`config.mk`:
```
export PLATFORM = sky130hd
export DESIGN_NAME = rau_div
export DESIGN_NICKNAME = d
export VERILOG_FILES = /design/src/design/rau_pkg.sv /design/src/design/rau_div.sv
export SDC_FILE = /design/constraint.sdc
export NUM_CORES = 1
export LEC_CHECK = 0
export ABC_AREA = 1
export BUFFER_PORTS_ARGS = -buffer_cell sky130_fd_sc_hd__buf_4
export CORE_MARGIN = 4
export CORE_UTILIZATION = 23
export CTS_BUF_LIST = sky130_fd_sc_hd__clkbuf_8
export DETAILED_ROUTE_END_ITERATION = 12
export GPL_ROUTABILITY_DRIVEN = 0
export HOLD_SLACK_MARGIN = 0.08
export PLACE_DENSITY = 0.47
export SETUP_SLACK_MARGIN = 0.02
export SYNTH_ARGS = -nofsm -noshare
export SYNTH_HDL_FRONTEND = slang
export SYNTH_SLANG_ARGS = --single-unit
```
`constraint.sdc`:
```
create_clock -name clk_i -period 2.8 [get_ports clk_i]
set_input_delay 0.28 -clock clk_i [delete_from_list [all_inputs] [get_ports clk_i]]
set_output_delay 0.28 -clock clk_i [all_outputs]
set_load 0.01 [all_outputs]
```
`src/design/rau_pkg.sv`:
```
// Package: shared types and constants for the rational arithmetic unit.
`timescale 1ns / 1ps
package rau_pkg;

  localparam int unsigned DefWidth = 32;

  typedef enum logic [2:0] {
    KIND_ADD  = 3'd0,
    KIND_SUB  = 3'd1,
    KIND_MUL  = 3'd2,
    KIND_DIV  = 3'd3,
    KIND_CMP  = 3'd4,
    KIND_NORM = 3'd5,
    KIND_NEG  = 3'd6,
    KIND_NONE = 3'd7
  } kind_e;

  typedef enum logic [1:0] {
    ST_OK   = 2'd0,
    ST_ZDEN = 2'd1,
    ST_OVF  = 2'd2,
    ST_RSVD = 2'd3
  } status_e;

  typedef struct packed {
    logic [2:0]         kind;
    logic signed [31:0] a_num;
    logic signed [31:0] a_den;
    logic signed [31:0] b_num;
    logic signed [31:0] b_den;
  } in_item_t;

  typedef struct packed {
    logic signed [31:0] res_num;
    logic [30:0]        res_den;
    logic [1:0]         status;
    logic               is_less;
    logic               is_equal;
    logic               is_greater;
  } out_item_t;

  typedef enum logic [3:0] {
    S_IDLE, S_LOAD, S_MUL1, S_MUL2, S_ADD, S_GCD_SHIFT, S_GCD_STRIP, S_GCD_LOOP,
    S_GCD_FIX, S_DIV_N, S_DIV_D, S_EMIT, S_DONE
  } state_e;

  // Command from the sequencer to the shared divider.
  typedef struct packed {
    logic        start;
    logic [63:0] dividend;
    logic [63:0] divisor;
  } div_req_t;

  typedef struct packed {
    logic        busy;
    logic        done;
    logic [63:0] quotient;
  } div_rsp_t;

endpackage

```
`src/design/rau_div.sv`:
```
// Shared restoring divider: one quotient bit per cycle over 64 bits.
`timescale 1ns / 1ps
module rau_div (
  input  logic              clk_i,
  input  logic              rst_ni,
  input  rau_pkg::div_req_t req_i,
  output rau_pkg::div_rsp_t rsp_o
);

  logic [63:0] quo_q, quo_d;
  logic [63:0] rem_q, rem_d;
  logic [63:0] dsr_q, dsr_d;
  logic [6:0]  cnt_q, cnt_d;
  logic        busy_q, busy_d;
  logic        done_q, done_d;
  logic [64:0] trial;

  always_comb begin
    quo_d  = quo_q;
    rem_d  = rem_q;
    dsr_d  = dsr_q;
    cnt_d  = cnt_q;
    busy_d = busy_q;
    done_d = 1'b0;
    trial  = {rem_q, quo_q[63]};
    if (req_i.start) begin
      quo_d  = req_i.dividend;
      rem_d  = '0;
      dsr_d  = req_i.divisor;
      cnt_d  = 7'd64;
      busy_d = 1'b1;
    end else if (busy_q) begin
      // shift in next dividend bit, subtract when it fits
      if (trial >= {1'b0, dsr_q}) begin
        rem_d = 64'(trial - {1'b0, dsr_q});
        quo_d = {quo_q[62:0], 1'b1};
      end else begin
        rem_d = trial[63:0];
        quo_d = {quo_q[62:0], 1'b0};
      end
      cnt_d = cnt_q - 7'd1;
      if (cnt_q == 7'd1) begin
        busy_d = 1'b0;
        done_d = 1'b1;
      end
    end
  end

  always_ff @(posedge clk_i or negedge rst_ni) begin
    if (!rst_ni) begin
      busy_q <= 1'b0;
      done_q <= 1'b0;
      cnt_q  <= '0;
    end else begin
      busy_q <= busy_d;
      done_q <= done_d;
      cnt_q  <= cnt_d;
    end
  end

  always_ff @(posedge clk_i) begin
    quo_q <= quo_d;
    rem_q <= rem_d;
    dsr_q <= dsr_d;
  end

  assign rsp_o.busy     = busy_q;
  assign rsp_o.done     = done_q;
  assign rsp_o.quotient = quo_q;

endmodule

```
Yosys cells after proc, flatten, opt, wreduce, memory -nomap -nowiden. Cells that the tools add are included.

Bits in registers: 201. Input port bits: 131. Output and inout port bits: 66. Logic and storage cells: 23.

Add/sub/neg operators: 2. $lt $le $gt $ge: 1. Equal/unequal tests: 1. Muxes and demuxes: 12. Reduce and logical (&&, ||, !) cells: 1.

Operator list (count): 64-bit 2-to-1 mux (3); 65-bit by 64-bit greater-or-equal comparator with 1-bit output (1); 64-bit subtractor (1); 7-bit 2-to-1 mux (2); 7-bit by 1-bit == test with 1-bit output, second input constant (1); 1-bit 2-to-1 mux (7); 7-bit by 1-bit subtractor with 7-bit output, second input constant (1); 2-bit nonzero test (1).

Depth between registers and ports, before layout. Gate-level depths: netlist (run 1).

Depth after elaboration: 4. Mapped depth: 19. Depth with buffers taken out: 18.

Worst setup path after synthesis (run 1). No wires, ideal clock.

Kind: flip-flop to flip-flop. Start point: reg busy_q. End point: reg quo_q[0] (enable). Arrival: 2.485 ns. Required time: 2.346 ns. Slack: -0.140 ns. Stages on the path, launching flop included: 4. Buffers on the path: 1. Clock period less this slack: 2.940 ns. Cells stage by stage: dfrtp_1 nor2_1 inv_1 clkbuf_1.

Word-level cells in the longest chain between the ends: 1.

RTL lines: start, declared (line rau_div.sv:14) `logic busy_q, busy_d;`; start signal, assigned (line rau_div.sv:55) `busy_q <= busy_d;`; 2-bit nonzero test (no line); end signal, assigned (line rau_div.sv:62) `quo_q <= quo_d;`; end, declared (line rau_div.sv:10) `logic [63:0] quo_q, quo_d;`.

Every way passes these cells. A chain may end at the register's enable or synchronous reset.

Worst setup path after layout (run 1).
Start point: reg dsr_q[19]. End point: reg rem_q[52].

Word-level cells in the longest chain between the ends: 2.

RTL lines: start, declared (line rau_div.sv:12) `logic [63:0] dsr_q, dsr_d;`; start signal, assigned (line rau_div.sv:64) `dsr_q <= dsr_d;`; 64-bit subtractor / 65-bit by 64-bit greater-or-equal comparator with 1-bit output (equally long branches) (line rau_div.sv:35, rau_div.sv:34); 64-bit 2-to-1 mux (*) (line rau_div.sv:34) `if (trial >= {1'b0, dsr_q}) begin`; end signal, assigned (line rau_div.sv:63) `rem_q <= rem_d;`; end, declared (line rau_div.sv:11) `logic [63:0] rem_q, rem_d;`.

Mark *: on every way between the ends. The rest lies on a longest branch, timed or not.

==> results.cfg, run 1 <==
[timing]
timing.slew.headroom_pct = 51.3
achievable-frequency_mhz = 376
timing.final.max_slew_violations = 0
shortest_period_the_worst_path_allows_ns = 2.66
report.final.setup_viol = 0
grt_setup_unrepaired = yes
fin_skew_ns = 0.0516
worst-slew-pin-transition_ns = 0.731
hold_violations = 0
tns_ns = 0
whs_ns = 0.203
layout_worst_path_cycle_share_pct = 94.9

[setup_path]
timing_worst_setup_path_type = register to register
cp-endpoint = rem_q[52]
crit_required_ns = 3.32
worst_setup_path_start_kind = register
critical_path_maximum_fanout = 23
critical-path-top-cell-by-count = nand2_1
critical_path.reg2reg.endpoint = rem_q[52]
path_delay_family = simple AND/OR/NAND/NOR gates
critical_path.cell_chain = inv_1 > ha_1 > nand2_1 > nor2_1 > nand2_1 > nor2_2 > nand2_1 > o21bai_2 > nor2_4 > buf_12 > nand2_4 > buf_12 > nand3_1 > nand2_1 > nand2_1
critPathCaptureType = register
cp.arrival_ns = 3.17
path_buf_inv = 3
critical-path-slowest-cell = ha_1
critPathLaunch = dsr_q[19]
crit_cells = 15
setup.reg_to_reg.worst_slack_ns = 0.14
max_stage_delay_ns = 0.38
regToRegStartpoint = dsr_q[19]
r2r_cells = 15

[drt]
vias_per_cell = 4.28
detailedRoute.firstIterationViolations = 840
firstDrtPassIters = 5
route.detailed.wl_per_inst_um = 15.3
ant_nets = 0
drc = 0
totalWireLength_mm = 52.2
detailroute.via_count = 14600

[clock_network]
clk_transition_reported_paths_ns = 0.06
ctsRootBufferMaster = clkbuf_8
clock_tree_sinks = 201
cts_buffers = 41
cts_tree = done
insertion_delay_to_the_later_sink_of_the_worst_skew_pair_ns = 0.64
cts_buffer_depth = 3
htree_num_levels = 2

[floorplan]
floorplan.die.height_um = 258
dieArea_um2 = 66500
floorplan.rows = 91
coreArea_um2 = 61800
floorplan.initialDensity_pct = 23.2
top_level_port_count = 197
die-width_um = 258

[logic_synthesis]
synth_largest_type_area_fraction_pct = 26.8
post_synth_and_or_nand_nor_area_fraction_pct = 36.7
synth_area_leaders = edfxtp_1 27%, nand2_1 24%, inv_1 12%
yosys.area.top_type = edfxtp_1
synth_common_cells = 915 x nand2_1, 448 x inv_1, 158 x nand3_1, 128 x edfxtp_1, 114 x nor2_1
synth.distinct_cells = 39
sequential_cell_area_fraction_in_the_yosys_report_pct = 37.2
yosysMostFrequentCell = nand2_1
async_reset_ff_share_pct = 4.48
synth-warning-count = 0
synthMuxAreaShare_pct = 0
main_combinational_cell_family_by_area_after_synthesis = simple AND/OR/NAND/NOR gates
yosys_most_used_dff = edfxtp_1
synth_adder_area_share_pct = 5.89
synth_area_per_cell_um2 = 6.53
synth_seq_cells = 201
post_synthesis_cells = 2199
number_of_enable_flip_flop_cells_after_synthesis = 128
synth_xor_xnor_area_share_pct = 1.89
synth_compound_area_share_pct = 4.29
synth_nets = 2397
synth_area_um2 = 14400

[power]
p_int_w = 0.00580
irDropWorstVdd_v = 0.000298
power_share_of_the_sequential_group_pct = 43.0
power.share.switching_pct = 28.8
pwr-share-clk_pct = 40.3
power_density_nw_per_um2 = 425
fin_total_pwr_w = 0.00815
p_switching_w = 0.00235
pwr-share-comb_pct = 16.8
total_leakage_power_nw = 10.2

[final_layout]
layout.nets = 2741
area.growth.synth_to_final_pct = 33.4
nFillCells = 6810
final_layout_size_suffix_gt1_share_pct = 13.0
final_util_pct = 31.0
postLayoutCellArea_um2 = 19200
number_of_inserted_diodes = 0

[min_path]
min-delay-path-class = primary input to register

[placement]
io_buffer_count = 196
place_hpwl_mm = 39.6
placedInstanceArea_um2 = 16800

[grt]
largest_net_degree_at_the_start_of_global_routing = 128
first_pass_grt_wire_length_mm = 81.8
grt_overflow_total = 0
number_of_global_route_vias_before_repair = 14800
antenna_violations_before_repair = 1
gr-usage-all-layers_pct = 15.3

[job]
timing.max_cap.violations = 0

[status]
run_status = completed
==> worst min path at each step <==
stage	slack, ns	to	start	cells after the start
after floorplan	-0.02	busy_q	rst_ni	0
after global placement	0.11	cnt_q[5]	rst_ni	1
after detailed placement	0.11	cnt_q[5]	rst_ni	1
after CTS	0.19	cnt_q[6]	req_i[128]	3
after global routing	0.22	cnt_q[6]	req_i[128]	3
final	0.20	cnt_q[6]	req_i[128]	3
==> power by group through the flow <==
| stage | Combinational, W | Sequential (W) | Clock [W] |
|---|---|---|---|
| floorplan | 0.000601 | 0.00358 | 0 |
| global placement | 0.00121 | 0.00355 | 0 |
| detailed placement | 0.00121 | 0.00355 | 0 |
| CTS | 0.00136 | 0.00350 | 0.00343 |
| global route | 0.00153 | 0.00352 | 0.00359 |
| finish | 0.00137 | 0.00350 | 0.00328 |
==> routing by layer <==
layer | track usage, % | part of all wire (%)
met5 | 0 | 0
met4 | 4.45 | 2.7
met3 | 3.80 | 7.0
met2 | 25.5 | 46
met1 | 19.7 | 45
==> cell families (layout without fill, tap and decap cells) <==
family,Yosys count,count (layout)
flip-flops,201,201
buffers and inverters,504,881
XOR/XNOR,31,31
AO/OA/AOI/OAI,116,116
AND/OR/NAND/NOR,1280,1280
adder cells (fa/ha/maj),67,67
==> stage by stage <==
step	worst slack [ns]	std cells
global placement	0.0557	3203
CTS	0.0823	3409
global route	0.00964	3413
detailed placement	0.0274	3203
floorplan	0.709	2199
finish	0.144	3413
==> worst register-to-register path: stages (launching register included) <==
cell	delay [ns]
edfxtp_1	0.33
inv_1	0.07
ha_1	0.38
nand2_1	0.16
nor2_1	0.20
nand2_1	0.14
nor2_2	0.12
nand2_1	0.09
o21bai_2	0.19
nor2_4	0.07
buf_12	0.14
nand2_4	0.13
buf_12	0.18
nand3_1	0.20
nand2_1	0.12
nand2_1	0.05
==> area by class of cell <==
| type | instances | area, um^2 | area share (%) |
|---|---|---|---|
| multi-input cells | 1494 | 7100 | 37.0 |
| repair buffers | 351 | 3090 | 16.1 |
| well taps | 837 | 1050 | 5.47 |
| flip-flops and latches | 201 | 5350 | 27.9 |
| clock inverters | 24 | 161 | 0.842 |
| clock buffers | 52 | 716 | 3.73 |
| inverters | 454 | 1710 | 8.90 |
==> state kept, by name, indices dropped and copies added (netlist names) <==
signal and flops:
done_q 1, cnt_q 7, quo_q 64, busy_q 1, dsr_q 64, rem_q 64
==> repair_timing <==
action                                 CTS  global route
endpoints found under the hold margin  137             0
pin swaps                                0             2
setup buffers                            0             2
cloned                                   0             2
gates resized for setup                  1            26
setup endpoints to repair                2            37
hold buffers                           130             0
==> layout by cell type (no fill, tap or decap), drive strengths merged, types with 48 or more instances in the layout <==
cell | Yosys | layout
nand3 | 159 | 159
clkbuf | 23 | 54
ha | 66 | 66
a21oi | 54 | 54
buf | 27 | 219
nand2 | 922 | 922
nor2 | 126 | 126
dfxtp | 64 | 64
dlygate4sd3 | 0 | 130
edfxtp | 128 | 128
o21ai | 48 | 48
inv | 454 | 466
Note: power is estimated with default switching activity, not from simulation.
==> inputs of run 2 (changes only) <==
Settings changed: CORE_ASPECT_RATIO set to 1.2.
==> run 2 against run 1 <==
Sequential share of layout area up 0.19 points. Utilization down 0.27 points. Register-to-register slack better by 0.03 ns. Die area about the same. Clock skew down 0.036 ns. Worst hold slack better by 0.19 ns. Sequential cell count unchanged.
==> results.cfg, run 2 (synthesized netlist as in run 1, its figures left out) <==
[status]
run_status = completed

[setup_path]
critical-path-slowest-cell = ha_2
regToRegStartpoint = dsr_q[33]
critical_path.reg2reg.endpoint = rem_q[43]
critical_path_maximum_fanout = 5
cp.arrival_ns = 3.11
critical-path-top-cell-by-count = nand2_1
crit_required_ns = 3.28
critPathLaunch = dsr_q[33]
setup.reg_to_reg.worst_slack_ns = 0.17
r2r_cells = 15
cp-endpoint = rem_q[43]
max_stage_delay_ns = 0.41
critPathCaptureType = register
timing_worst_setup_path_type = register to register
worst_setup_path_start_kind = register
critical_path.cell_chain = inv_1 > ha_2 > nand2_1 > nor2_1 > inv_1 > nor2_1 > nand2_1 > nor3_1 > nand2_1 > nand3_1 > nand2_1 > nand2_1 > nand2_1 > nand3_1 > nand2_1

[final_layout]
largest_registers = dsr_q x64, quo_q x64, rem_q x64
nFillCells = 6843
final_common_cell = nand2_1
seqCellArea_um2 = 5350
multi_input_comb_area_um2 = 7080
final_layout_size_suffix_gt1_share_pct = 12.5
layout.nets = 2741
layoutNonFillerInstCount = 3390
final_util_pct = 30.7
final_cell_mix = 910 x nand2_1, 466 x inv_1, 209 x buf_4, 157 x nand3_1, 131 x dlygate4sd3_1
area.growth.synth_to_final_pct = 32.5

[floorplan]
die-width_um = 236
top_level_port_count = 197
floorplan.initialDensity_pct = 23.2
dieArea_um2 = 66500
floorplan.die.height_um = 282
floorplan.rows = 100
coreArea_um2 = 61900

[clock_network]
clock_tree_sinks = 201
cts_buffers = 39
cts_tree = done
htree_num_levels = 2
clk_transition_reported_paths_ns = 0.05
cts_buffer_depth = 3
ctsRootBufferMaster = clkbuf_8
insertion_delay_to_the_later_sink_of_the_worst_skew_pair_ns = 0.60

[drt]
detailedRoute.firstIterationViolations = 751
detailroute.via_count = 14500
ant_nets = 0
route.detailed.wl_per_inst_um = 15.4
vias_per_cell = 4.29
drc = 0
totalWireLength_mm = 52.3
firstDrtPassIters = 5

[min_path]
min-delay-path-class = primary input to register

[placement]
numPlacedInstances = 3182
place_hpwl_mm = 40.5
io_buffer_count = 196

[grt]
first_pass_grt_wire_length_mm = 79.5
gr-usage-all-layers_pct = 14.9
antenna_violations_before_repair = 1
number_of_global_route_vias_before_repair = 14700
grt_overflow_total = 0
largest_net_degree_at_the_start_of_global_routing = 73

[timing]
worst-slew-pin-transition_ns = 0.626
fin_skew_ns = 0.0159
timing.final.max_slew_violations = 0
hold_violations = 0
shortest_period_the_worst_path_allows_ns = 2.63
achievable-frequency_mhz = 380
grt_setup_unrepaired = no
report.final.setup_viol = 0
timing.slew.headroom_pct = 58.2
tns_ns = 0
layout_worst_path_cycle_share_pct = 93.9

[power]
irDropWorstVdd_v = 0.000374
fin_total_pwr_w = 0.00765
power_density_nw_per_um2 = 402
total_leakage_power_nw = 10.1

[job]
timing.max_cap.violations = 0
run 2: critical path: cells and delay by family, from the launching register on:
family | cells | cell delay, ns
adders and majority gates | 1 | 0.41
buffers and inverters | 2 | 0.16
and+or+nand+nor | 12 | 1.64
DFF | 1 | 0.32
run 2: what timing repair did:
action	in CTS	in global routing
setup endpoints to repair	9	45
hold endpoints to repair	140	0
gates cloned	0	4
hold buffers	131	0
gates resized for setup	1	21
pin swaps	0	2
buffers inserted	0	1
run 2: area by class of cell:
| class | instances | area share (%) |
|---|---|---|
| multi-input combinational | 1494 | 37.2 |
| sequential | 201 | 28.1 |
| timing repair buffer | 353 | 16.6 |
| inverter | 454 | 8.96 |
| tap | 816 | 5.36 |
| clock buffer | 42 | 3.04 |
| clock inverter | 29 | 0.743 |
| antenna | 1 | 0.0131 |
run 2: through the flow:
step | hold slack (ns) | setup slack (ns) | instance area [um^2]
2_1_floorplan | -0.0156 | 0.709 | 14400
3_3_place_gp | 0.113 | -0.0383 | 16800
3_5_place_dp | 0.117 | -0.0523 | 16800
4_1_cts | 0.347 | 0.0284 | 18800
5_1_grt | 0.362 | 0.0201 | 19000
6_report | 0.398 | 0.170 | 19000
run 2: report_power, final:
part | switching, W | internal, W
Combinational | 0.000751 | 0.000624
Sequential | 0.000105 | 0.00339
Clock | 0.00138 | 0.00141
Total | 0.00223 | 0.00542
run 2: worst min-delay path by stage:
stage                     startpoint         to  slack, ns  cells after the start
after floorplan               rst_ni     busy_q      -0.02                      0
after global placement        rst_ni     done_q       0.11                      1
after detailed placement      rst_ni     done_q       0.12                      1
after CTS                  req_i[34]  dsr_q[34]       0.35                      2
after global routing       req_i[34]  dsr_q[34]       0.36                      2
final                      req_i[34]  dsr_q[34]       0.40                      2
run 2: routing by layer:
layer  track usage (%)  vias to the layer above  routed length [um]  part of all wire, %
met5                 0                        -                   0                    0
met2              26.7                      391               25400                   49
met3              2.56                      124                2450                  4.7
met1              17.6                     6622               21800                   42
li1                  -                     7404                   -                    -
met4              6.71                        0                2640                  5.0
